--- config.mk ---
export PLATFORM = sky130hd
export DESIGN_NAME = clipped_rect_fill_walker
export DESIGN_NICKNAME = d
export VERILOG_FILES = /design/src/rtl/cfrw_pkg.sv /design/src/rtl/cfrw_front.sv /design/src/rtl/cfrw_fifo.sv /design/src/rtl/cfrw_back.sv /design/src/rtl/clipped_rect_fill_walker.sv
export VERILOG_INCLUDE_DIRS = /design/src /design/src/rtl
export SDC_FILE = /design/constraint.sdc
export NUM_CORES = 1
export LEC_CHECK = 0
export ABC_AREA = 1
export ABC_CLOCK_PERIOD_IN_PS = 6500
export BUFFER_PORTS_ARGS = -buffer_cell sky130_fd_sc_hd__buf_2
export CAP_MARGIN = 15
export CORE_MARGIN = 4
export CORE_UTILIZATION = 29
export DETAILED_ROUTE_END_ITERATION = 10
export GPL_TIMING_DRIVEN = 0
export PLACE_DENSITY = 0.54
export SLEW_MARGIN = 40
export SYNTH_ARGS = -nofsm -noshare
export SYNTH_HDL_FRONTEND = slang
export SYNTH_SLANG_ARGS = --single-unit
--- constraint.sdc ---
create_clock -name clk -period 6.5 [get_ports clk]
set_input_delay 1.3 -clock clk [delete_from_list [all_inputs] [get_ports clk]]
set_output_delay 1.3 -clock clk [all_outputs]
set_load 0.01 [all_outputs]
--- src/rtl/clipped_rect_fill_walker_macros.svh ---
// ----------------------------------------------------------------------------
// Assertion macros for the clipped rectangle fill walker
// Each macro expects clk and rst_n in scope.
// ----------------------------------------------------------------------------
`ifndef CLIPPED_RECT_FILL_WALKER_MACROS_SVH
`define CLIPPED_RECT_FILL_WALKER_MACROS_SVH

`ifndef NO_ASSERTIONS

`define CFRW_ASSERT_ALWAYS(label, cond) \
    label: assert property (@(posedge clk) disable iff (!rst_n) (cond)) \
        else $error("cfrw assertion failed");

`define CFRW_ASSERT_IMPL(label, ante, cons) \
    label: assert property (@(posedge clk) disable iff (!rst_n) (ante) |-> (cons)) \
        else $error("cfrw assertion failed");

`define CFRW_ASSERT_NEXT(label, ante, cons) \
    label: assert property (@(posedge clk) disable iff (!rst_n) (ante) |=> (cons)) \
        else $error("cfrw assertion failed");

`else

`define CFRW_ASSERT_ALWAYS(label, cond)
`define CFRW_ASSERT_IMPL(label, ante, cons)
`define CFRW_ASSERT_NEXT(label, ante, cons)

`endif

`endif

--- src/rtl/cfrw_pkg.sv ---
`timescale 1ns / 1ps
// ----------------------------------------------------------------------------
// cfrw_pkg
// Types, constants and helpers shared by the fill walker modules.
// ----------------------------------------------------------------------------
package cfrw_pkg;

    localparam int MAX_DIM   = 4096;
    localparam int COORD_W   = $clog2(MAX_DIM + 1);
    localparam int OFFSET_W  = 26;
    localparam int PITCH_W   = 15;
    localparam int DIM_W     = 13;
    localparam int BYTES_W   = 3;
    localparam int COLOR_W   = 32;
    localparam int SUM_W     = (COORD_W + PITCH_W + 1 > OFFSET_W) ?
                               COORD_W + PITCH_W + 1 : OFFSET_W;
    localparam int CFG_IDX_W = 2;
    localparam int CFG_DAT_W = 16;

    localparam logic FUNC_START = 1'b0;
    localparam logic FUNC_TICK  = 1'b1;

    localparam logic [CFG_IDX_W-1:0] REG_FB_WIDTH    = 2'd0;
    localparam logic [CFG_IDX_W-1:0] REG_FB_HEIGHT   = 2'd1;
    localparam logic [CFG_IDX_W-1:0] REG_ROW_PITCH   = 2'd2;
    localparam logic [CFG_IDX_W-1:0] REG_PIXEL_BYTES = 2'd3;

    typedef struct packed {
        logic                func;
        logic signed [15:0]  rect_x;
        logic signed [15:0]  rect_y;
        logic [15:0]         extent_x;
        logic [15:0]         extent_y;
        logic [COLOR_W-1:0]  fill_color;
    } in_item_t;

    typedef struct packed {
        logic [OFFSET_W-1:0] byte_offset;
        logic [COLOR_W-1:0]  pixel_value;
        logic [BYTES_W-1:0]  byte_count;
        logic                last_pixel;
    } out_item_t;

    typedef struct packed {
        logic [DIM_W-1:0]   fb_width;
        logic [DIM_W-1:0]   fb_height;
        logic [PITCH_W-1:0] row_pitch;
        logic [BYTES_W-1:0] pixel_bytes;
    } cfg_t;

    typedef struct packed {
        logic [COORD_W-1:0] x;
        logic [COORD_W-1:0] y;
        logic [COLOR_W-1:0] color;
        logic               last;
    } job_t;

    function automatic logic [BYTES_W-1:0] eff_bytes(input logic [BYTES_W-1:0] pb);
        logic [BYTES_W-1:0] r;
        if (pb == 3'd0)
            r = 3'd1;
        else if (pb > 3'd4)
            r = 3'd4;
        else
            r = pb;
        return r;
    endfunction

    function automatic logic [COLOR_W-1:0] keep_bytes(input logic [COLOR_W-1:0] c,
                                                      input logic [BYTES_W-1:0] nb);
        logic [COLOR_W-1:0] r;
        r = '0;
        for (int b = 0; b < COLOR_W / 8; b++)
        begin
            if (BYTES_W'(b) < nb)
                r[8*b +: 8] = c[8*b +: 8];
        end
        return r;
    endfunction

endpackage

--- src/rtl/cfrw_front.sv ---
`timescale 1ns / 1ps
// ----------------------------------------------------------------------------
// cfrw_front
// Accepts transactions, clips start rectangles and walks the cursor, pushing
// one pixel job per tick while a rectangle is active.
// ----------------------------------------------------------------------------
`include "clipped_rect_fill_walker_macros.svh"

module cfrw_front
    import cfrw_pkg::*;
(
    input  logic     clk,
    input  logic     rst_n,
    input  logic     in_valid,
    output logic     in_ready,
    input  in_item_t in_data,
    input  cfg_t     cfg,
    output logic     push,
    output job_t     push_job,
    input  logic     q_full
);

    logic               busy_reg, busy_next;
    logic [COORD_W-1:0] cursor_x_reg, cursor_x_next;
    logic [COORD_W-1:0] cursor_y_reg, cursor_y_next;
    logic [COORD_W-1:0] clip_left_reg, clip_left_next;
    logic [COORD_W-1:0] clip_right_reg, clip_right_next;
    logic [COORD_W-1:0] clip_bottom_reg, clip_bottom_next;
    logic [COLOR_W-1:0] color_reg, color_next;

    logic               accept;
    logic               is_start;
    logic [15:0]        lim_w, lim_h;
    logic signed [17:0] w_s, h_s;
    logic signed [17:0] left_s, top_s, right_s, bottom_s;
    logic signed [17:0] left_c, top_c, right_c, bottom_c;
    logic               empty;
    logic [COORD_W-1:0] x_inc, y_inc;
    logic               last;

    assign in_ready = !q_full;
    assign accept   = in_valid && in_ready;
    assign is_start = (in_data.func == FUNC_START);

    assign lim_w = ({3'b0, cfg.fb_width} > 16'(MAX_DIM)) ? 16'(MAX_DIM)
                                                         : {3'b0, cfg.fb_width};
    assign lim_h = ({3'b0, cfg.fb_height} > 16'(MAX_DIM)) ? 16'(MAX_DIM)
                                                          : {3'b0, cfg.fb_height};
    assign w_s = signed'({2'b0, lim_w});
    assign h_s = signed'({2'b0, lim_h});

    assign left_s   = 18'(in_data.rect_x);
    assign top_s    = 18'(in_data.rect_y);
    assign right_s  = left_s + signed'({2'b0, in_data.extent_x});
    assign bottom_s = top_s + signed'({2'b0, in_data.extent_y});

    assign left_c   = (left_s < 18'sd0) ? 18'sd0 : left_s;
    assign top_c    = (top_s < 18'sd0) ? 18'sd0 : top_s;
    assign right_c  = (right_s > w_s) ? w_s : right_s;
    assign bottom_c = (bottom_s > h_s) ? h_s : bottom_s;

    assign empty = (in_data.extent_x == 16'd0) || (in_data.extent_y == 16'd0)
                || (right_s <= 18'sd0) || (bottom_s <= 18'sd0)
                || (left_s >= w_s) || (top_s >= h_s)
                || (left_c >= right_c) || (top_c >= bottom_c);

    assign x_inc = cursor_x_reg + COORD_W'(1);
    assign y_inc = cursor_y_reg + COORD_W'(1);
    assign last  = (x_inc == clip_right_reg) && (y_inc == clip_bottom_reg);

    assign push           = accept && !is_start && busy_reg;
    assign push_job.x     = cursor_x_reg;
    assign push_job.y     = cursor_y_reg;
    assign push_job.color = color_reg;
    assign push_job.last  = last;

    always_comb
    begin
        busy_next        = busy_reg;
        cursor_x_next    = cursor_x_reg;
        cursor_y_next    = cursor_y_reg;
        clip_left_next   = clip_left_reg;
        clip_right_next  = clip_right_reg;
        clip_bottom_next = clip_bottom_reg;
        color_next       = color_reg;
        if (accept && is_start)
        begin
            busy_next = !empty;
            if (!empty)
            begin
                clip_left_next   = left_c[COORD_W-1:0];
                clip_right_next  = right_c[COORD_W-1:0];
                clip_bottom_next = bottom_c[COORD_W-1:0];
                cursor_x_next    = left_c[COORD_W-1:0];
                cursor_y_next    = top_c[COORD_W-1:0];
                color_next       = in_data.fill_color;
            end
        end
        else if (push)
        begin
            if (last)
            begin
                busy_next = 1'b0;
            end
            else if (x_inc >= clip_right_reg)
            begin
                cursor_x_next = clip_left_reg;
                cursor_y_next = y_inc;
            end
            else
            begin
                cursor_x_next = x_inc;
            end
        end
    end

    always_ff @(posedge clk or negedge rst_n)
    begin
        if (!rst_n)
        begin
            busy_reg        <= 1'b0;
            cursor_x_reg    <= '0;
            cursor_y_reg    <= '0;
            clip_left_reg   <= '0;
            clip_right_reg  <= '0;
            clip_bottom_reg <= '0;
            color_reg       <= '0;
        end
        else
        begin
            busy_reg        <= busy_next;
            cursor_x_reg    <= cursor_x_next;
            cursor_y_reg    <= cursor_y_next;
            clip_left_reg   <= clip_left_next;
            clip_right_reg  <= clip_right_next;
            clip_bottom_reg <= clip_bottom_next;
            color_reg       <= color_next;
        end
    end

    `CFRW_ASSERT_IMPL(a_cursor_in_clip, busy_reg,
        (cursor_x_reg < clip_right_reg) && (cursor_y_reg < clip_bottom_reg))
    `CFRW_ASSERT_NEXT(a_last_goes_idle, push && last, !busy_reg)
    `CFRW_ASSERT_IMPL(a_no_push_when_full, push, !q_full)

endmodule

--- src/rtl/cfrw_fifo.sv ---
`timescale 1ns / 1ps
// ----------------------------------------------------------------------------
// cfrw_fifo
// Two-entry job queue between the front and back ends.
// ----------------------------------------------------------------------------
`include "clipped_rect_fill_walker_macros.svh"

module cfrw_fifo
    import cfrw_pkg::*;
(
    input  logic clk,
    input  logic rst_n,
    input  logic push,
    input  job_t push_job,
    output logic full,
    input  logic pop,
    output logic head_valid,
    output job_t head_job
);

    job_t       mem_reg [2];
    logic       wr_ptr_reg, wr_ptr_next;
    logic       rd_ptr_reg, rd_ptr_next;
    logic [1:0] count_reg, count_next;

    assign full       = (count_reg == 2'd2);
    assign head_valid = (count_reg != 2'd0);
    assign head_job   = mem_reg[rd_ptr_reg];

    always_comb
    begin
        wr_ptr_next = push ? !wr_ptr_reg : wr_ptr_reg;
        rd_ptr_next = pop ? !rd_ptr_reg : rd_ptr_reg;
        count_next  = count_reg + {1'b0, push} - {1'b0, pop};
    end

    always_ff @(posedge clk or negedge rst_n)
    begin
        if (!rst_n)
        begin
            wr_ptr_reg <= 1'b0;
            rd_ptr_reg <= 1'b0;
            count_reg  <= 2'd0;
        end
        else
        begin
            wr_ptr_reg <= wr_ptr_next;
            rd_ptr_reg <= rd_ptr_next;
            count_reg  <= count_next;
        end
    end

    always_ff @(posedge clk)
    begin
        if (push)
            mem_reg[wr_ptr_reg] <= push_job;
    end

    `CFRW_ASSERT_ALWAYS(a_count_bound, count_reg <= 2'd2)
    `CFRW_ASSERT_IMPL(a_pop_needs_data, pop, head_valid)

endmodule

--- src/rtl/cfrw_back.sv ---
`timescale 1ns / 1ps
// ----------------------------------------------------------------------------
// cfrw_back
// Turns pixel jobs into writes: multiply stage, then offset add into the
// output register.
// ----------------------------------------------------------------------------
module cfrw_back
    import cfrw_pkg::*;
(
    input  logic      clk,
    input  logic      rst_n,
    input  cfg_t      cfg,
    input  logic      head_valid,
    input  job_t      head_job,
    output logic      pop,
    output logic      out_valid,
    input  logic      out_ready,
    output out_item_t out_data
);

    logic                         a_valid_reg, a_valid_next;
    logic [COORD_W+PITCH_W-1:0]   a_prod_y_reg;
    logic [COORD_W+BYTES_W-1:0]   a_prod_x_reg;
    logic [COLOR_W-1:0]           a_value_reg;
    logic [BYTES_W-1:0]           a_count_reg;
    logic                         a_last_reg;
    logic                         o_valid_reg, o_valid_next;
    out_item_t                    o_data_reg;

    logic                         a_ready, b_ready;
    logic [BYTES_W-1:0]           nb;
    logic [SUM_W-1:0]             sum;

    assign nb      = eff_bytes(cfg.pixel_bytes);
    assign b_ready = !o_valid_reg || out_ready;
    assign a_ready = !a_valid_reg || b_ready;
    assign pop     = head_valid && a_ready;

    assign sum = SUM_W'(a_prod_y_reg) + SUM_W'(a_prod_x_reg);

    assign a_valid_next = pop || (a_valid_reg && !b_ready);
    assign o_valid_next = (a_valid_reg && b_ready) || (o_valid_reg && !out_ready);

    always_ff @(posedge clk or negedge rst_n)
    begin
        if (!rst_n)
        begin
            a_valid_reg <= 1'b0;
            o_valid_reg <= 1'b0;
        end
        else
        begin
            a_valid_reg <= a_valid_next;
            o_valid_reg <= o_valid_next;
        end
    end

    always_ff @(posedge clk)
    begin
        if (pop)
        begin
            a_prod_y_reg <= (COORD_W+PITCH_W)'(head_job.y)
                          * (COORD_W+PITCH_W)'(cfg.row_pitch);
            a_prod_x_reg <= (COORD_W+BYTES_W)'(head_job.x)
                          * (COORD_W+BYTES_W)'(nb);
            a_value_reg  <= keep_bytes(head_job.color, nb);
            a_count_reg  <= nb;
            a_last_reg   <= head_job.last;
        end
        if (a_valid_reg && b_ready)
        begin
            o_data_reg.byte_offset <= sum[OFFSET_W-1:0];
            o_data_reg.pixel_value <= a_value_reg;
            o_data_reg.byte_count  <= a_count_reg;
            o_data_reg.last_pixel  <= a_last_reg;
        end
    end

    assign out_valid = o_valid_reg;
    assign out_data  = o_data_reg;

endmodule

--- src/rtl/clipped_rect_fill_walker.sv ---
`timescale 1ns / 1ps
// ----------------------------------------------------------------------------
// clipped_rect_fill_walker
// Rectangle fill engine with framebuffer clipping.
// ----------------------------------------------------------------------------
// A start transaction (func 0) clips the rectangle to the framebuffer and
// arms the walker; each tick transaction (func 1) then yields one pixel write
// in row-major order, the final one flagged last_pixel. Starts, and ticks
// while idle, produce no output. Input and output run at one transaction per
// clock while the queue has room and out_ready is high: the front end steps
// the cursor per accepted tick and the back end computes the offset in two
// pipeline stages (multiply, then add), joined by a two-entry queue. Write
// registers only while no transactions are in flight.
// ----------------------------------------------------------------------------
module clipped_rect_fill_walker
    import cfrw_pkg::*;
(
    input  logic                 clk,
    input  logic                 rst_n,
    input  logic                 in_valid,
    output logic                 in_ready,
    input  in_item_t             in_data,
    output logic                 out_valid,
    input  logic                 out_ready,
    output out_item_t            out_data,
    input  logic                 cfg_valid,
    output logic                 cfg_ready,
    input  logic [CFG_IDX_W-1:0] cfg_index,
    input  logic [CFG_DAT_W-1:0] cfg_data
);

    cfg_t cfg_reg, cfg_next;
    logic push, pop, q_full, head_valid;
    job_t push_job, head_job;

    assign cfg_ready = 1'b1;

    always_comb
    begin
        cfg_next = cfg_reg;
        if (cfg_valid && cfg_ready)
        begin
            case (cfg_index)
                REG_FB_WIDTH:    cfg_next.fb_width    = cfg_data[DIM_W-1:0];
                REG_FB_HEIGHT:   cfg_next.fb_height   = cfg_data[DIM_W-1:0];
                REG_ROW_PITCH:   cfg_next.row_pitch   = cfg_data[PITCH_W-1:0];
                REG_PIXEL_BYTES: cfg_next.pixel_bytes = cfg_data[BYTES_W-1:0];
                default:         cfg_next = cfg_reg;
            endcase
        end
    end

    always_ff @(posedge clk or negedge rst_n)
    begin
        if (!rst_n)
        begin
            cfg_reg.fb_width    <= DIM_W'(640);
            cfg_reg.fb_height   <= DIM_W'(480);
            cfg_reg.row_pitch   <= PITCH_W'(2560);
            cfg_reg.pixel_bytes <= BYTES_W'(4);
        end
        else
        begin
            cfg_reg <= cfg_next;
        end
    end

    cfrw_front u_front (
        .clk      (clk),
        .rst_n    (rst_n),
        .in_valid (in_valid),
        .in_ready (in_ready),
        .in_data  (in_data),
        .cfg      (cfg_reg),
        .push     (push),
        .push_job (push_job),
        .q_full   (q_full)
    );

    cfrw_fifo u_fifo (
        .clk        (clk),
        .rst_n      (rst_n),
        .push       (push),
        .push_job   (push_job),
        .full       (q_full),
        .pop        (pop),
        .head_valid (head_valid),
        .head_job   (head_job)
    );

    cfrw_back u_back (
        .clk        (clk),
        .rst_n      (rst_n),
        .cfg        (cfg_reg),
        .head_valid (head_valid),
        .head_job   (head_job),
        .pop        (pop),
        .out_valid  (out_valid),
        .out_ready  (out_ready),
        .out_data   (out_data)
    );

endmodule
==> impl_metrics.yaml <==
sta:
  fmaxAchievable_mhz: 162
  report.final.slew_viol_count: 0
  grt_setup_unrepaired: "false"
  setup_viol: 0
  finalHoldViolations: 0
  totalNegativeSetupSlack_ns: 0
  fin_crit_period_ns: 6.18
  min_period_over_period_pct: 95.0
  finClkSkew_ns: 0.0338
  timing.slew.headroom_pct: 49.2
  worst_slew_pin_slew_ns: 0.756
logic_synthesis:
  synth-seq-cells: 406
  syn-num-nets: 3861
  synth_edf_count: 258
  cell_types_with_the_highest_counts_after_synthesis: "1004 x sky130_fd_sc_hd__nand2_1, 493 x sky130_fd_sc_hd__inv_1, 262 x sky130_fd_sc_hd__nor2_1"
  yosys_most_used_dff: "sky130_fd_sc_hd__edfxtp_1"
  async_reset_ff_share_pct: 36.5
  synth_top_cell_area_share_pct: 27.0
  synth.most_common_cell: "sky130_fd_sc_hd__nand2_1"
  summed_instance_area_of_the_synthesized_netlist_sq_um: 28700
  seq_area_frac_synth_pct: 39.9
  synthDominantAreaCellType: "sky130_fd_sc_hd__edfxtp_1"
  synthCells: 3356
  synth_cell_type_count: 53
  synth_area_leaders: "sky130_fd_sc_hd__edfxtp_1 27%, sky130_fd_sc_hd__nand2_1 13%, sky130_fd_sc_hd__dfrtp_1 12%, sky130_fd_sc_hd__fa_1 11%, sky130_fd_sc_hd__ha_1 9.9%"
  yosys_warnings: 0
  postSynthAreaPerCell_sq_um: 8.56
routing:
  drt-wirelength-per-cell_um: 15.9
  drt_drc: 0
  drt-vias-per-instance: 4.49
  drt-total-wl_um: 78300
  drc_violation_total_after_the_first_tritonroute_iteration: 1182
  ant_nets: 0
  drt_pre_antenna_iters: 7
  vias: 22100
finish:
  multi_input_comb_area_sq_um: 15000
  post_route_cells_drive_above_1_share_pct: 10.7
  flow.area_growth_from_synthesis_pct: 15.3
  fill_cells: 10300
  antenna_cells_inserted: 0
  fin_nets: 4103
  largest_register_ffs: 118
  seqCellArea_sq_um: 11500
die:
  floorplan.rows: 115
  die_width_um: 323
  die_area_sq_um: 104000
  initial_utilization_pct: 29.2
  core_area_sq_um: 98400
  design.portCount: 185
  vert_die_dim_um: 323
worst_setup_path:
  critical-path-slowest-cell: "sky130_fd_sc_hd__fa_1"
  startpoint_type: "register"
  sequence_of_cells_on_the_critical_path: "buf_2 -> or2_2 -> nand2_1 -> inv_2 -> clkbuf_4 -> nand2_1 -> fa_1 -> fa_1 -> inv_1 -> fa_1 -> inv_1 -> fa_1 -> inv_1 -> fa_1 -> ha_2 -> nand2_1 -> nor2_1 -> nand2_1 -> o21ai_2 -> nand3_1 -> nor2_1 -> nor2_1 -> o211a_1 -> xnor2_1"
  timing.critical_path.buf_inv: 6
  crit_required_ns: 6.79
  critPathMaxFanout: 10
  category_of_cells_accounting_for_the_largest_share_of_critical_path_delay: "adder cells"
  kind_of_end_point_of_the_critical_path: "register"
  path_common_cell: "sky130_fd_sc_hd__fa_1"
  critPathArrivalTime_ns: 6.46
  critical_path_class: "reg -> reg"
  slowest_cell_delay_on_critical_path_ns: 0.54
cts:
  number_of_levels_in_the_clock_h_tree: 2
  clock_tree.buffer_depth: 3
  cts_tree: "built"
  clkTransAtPathRegs_ns: 0.07
  cts_buffers: 45
  clock_sinks: 406
  postCtsHoldBufs: 0
  clock_latency_ns: 0.59
  clock_root_cell: "sky130_fd_sc_hd__clkbuf_16"
placement:
  gp_congestion: 0.883
  io_buffer_count: 182
  dp_hpwl_um: 64300
global_route:
  grt_start_max_net_pins: 74
  antenna_found_initial: 5
  grt_pass1_vias: 22200
  grt_overflow_total: 0
  grt_pass1_wl_um: 124000
  track_usage_pct: 15.1
power:
  vdd_ir_drop_max_v: 0.000743
  sw_frac_of_total_pct: 46.6
  fin_total_pwr_mw: 20.1
  power_report.internal_total_mw: 10.7
  power_per_cell_area_nw_per_um2: 606
  pwr-share-seq_pct: 23.1
  total_net_switching_power_mw: 9.36
  leakagePower_nw: 16.2
  clock_power_share_pct: 12.5
  power_frac_comb_pct: 64.5
run_status:
  outcome: "finished, final reports clean"
job:
  drv.max_cap_violation_count: 0
worst_hold_path:
  min-delay-path-class: "reg -> reg"
-- worst paths after layout --
path | endpoint | cells past startpoint | slack [ns] | from
max in group asynchronous | cfg_reg[12]$_DFFE_PN1P_ | 3 | 4.92 | rst_n
min in group asynchronous | u_front.color_reg[5]$_DFFE_PN0P_ | 1 | 0.56 | rst_n
worst min register to register | u_back.out_data[20]$_DFFE_PP_ | 0 | 0.41 | u_back.a_value_reg[16]$_SDFFCE_PP0P_
worst max register to register | u_back.a_prod_y_reg[25]$_DFFE_PP_ | 24 | 0.32 | u_fifo.rd_ptr_reg$_DFFE_PN0P_
worst min-delay path | u_back.out_data[20]$_DFFE_PP_ | 0 | 0.41 | u_back.a_value_reg[16]$_SDFFCE_PP0P_
worst max-delay path | u_back.a_prod_y_reg[25]$_DFFE_PP_ | 24 | 0.32 | u_fifo.rd_ptr_reg$_DFFE_PN0P_
-- power groups by stage --
stage               logic (mW)  registers, mW  clock network (mW)
floorplan                 9.51           4.65                   0
global placement          12.6           4.71                   0
detailed placement        12.8           4.68                   0
CTS                       12.9           4.64                2.58
global route              14.9           4.71                2.68
finish                    12.9           4.63                2.50
-- per-layer routing --
metal	vias up	part of all wire [%]	global-route usage, %
met3	120	3.7	1.72
li1	11200	-	-
met4	0	2.8	4.28
met2	434	47	25.9
met5	-	0	0
met1	10300	46	20.1
-- per-stage QoR --
step           instances  worst slack [ns]  utilization, %  area, sq um  hold WS (ns)
6_report            4921             0.325            33.7        33100         0.406
3_3_place_gp        4825            -0.760            31.8        31300         0.402
2_1_floorplan       3356             0.510               -        28700         0.400
4_1_cts             4920            0.0198            33.6        33000         0.408
5_1_grt             4921           0.00249            33.7        33100         0.423
3_5_place_dp        4839            -0.836            32.1        31600         0.405
-- repair_timing --
item                       in CTS  in global routing
gates resized for setup        14                 32
hold endpoints to repair        0                  0
setup endpoints to repair      17                104
setup buffers                   0                  4
pin swaps                       0                  1
-- cell usage in the layout, fill, tap and decap left out, drive strengths merged, types with 6 or more instances in the layout --
| cell | count |
|---|---|
| nand2 | 1010 |
| inv | 506 |
| nor2 | 268 |
| edfxtp | 258 |
| ha | 228 |
| buf | 228 |
| o21ai | 167 |
| fa | 157 |
| nand3 | 146 |
| dfrtp | 139 |
| a21oi | 127 |
| clkbuf | 113 |
| xor2 | 67 |
| nand4 | 45 |
| or2 | 26 |
| xnor2 | 25 |
| nor3 | 19 |
| clkinv | 16 |
| nand3b | 10 |
| dfstp | 9 |
| o21bai | 8 |
| a21o | 7 |
| a31oi | 7 |
| nor4 | 6 |
| and2 | 6 |
-- cell families (layout without fill, tap and decap cells) --
group	after synthesis	count (layout)	synth area share, %
AND/OR/NAND/NOR	1540	1540	22.0
buffers and inverters	592	870	8.03
flip-flops	406	406	39.9
adder cells (fa/ha/maj)	385	385	20.9
AO/OA/AOI/OAI	339	339	6.34
XOR/XNOR	92	92	2.83
other	1	1	0.0130
multiplexers	1	1	0.0348
-- area by class of cell --
class                   instances  share of cell area [%]
repair buffers                200                    3.77
multi-input cells            2358                    45.4
inverters                     504                    5.76
well taps                    1287                    4.86
flip-flops and latches        406                    34.6
plain buffers                  83                    1.27
clock buffers                  58                    3.58
clock inverters                25                   0.789
Power figures use the tool's default switching activity.
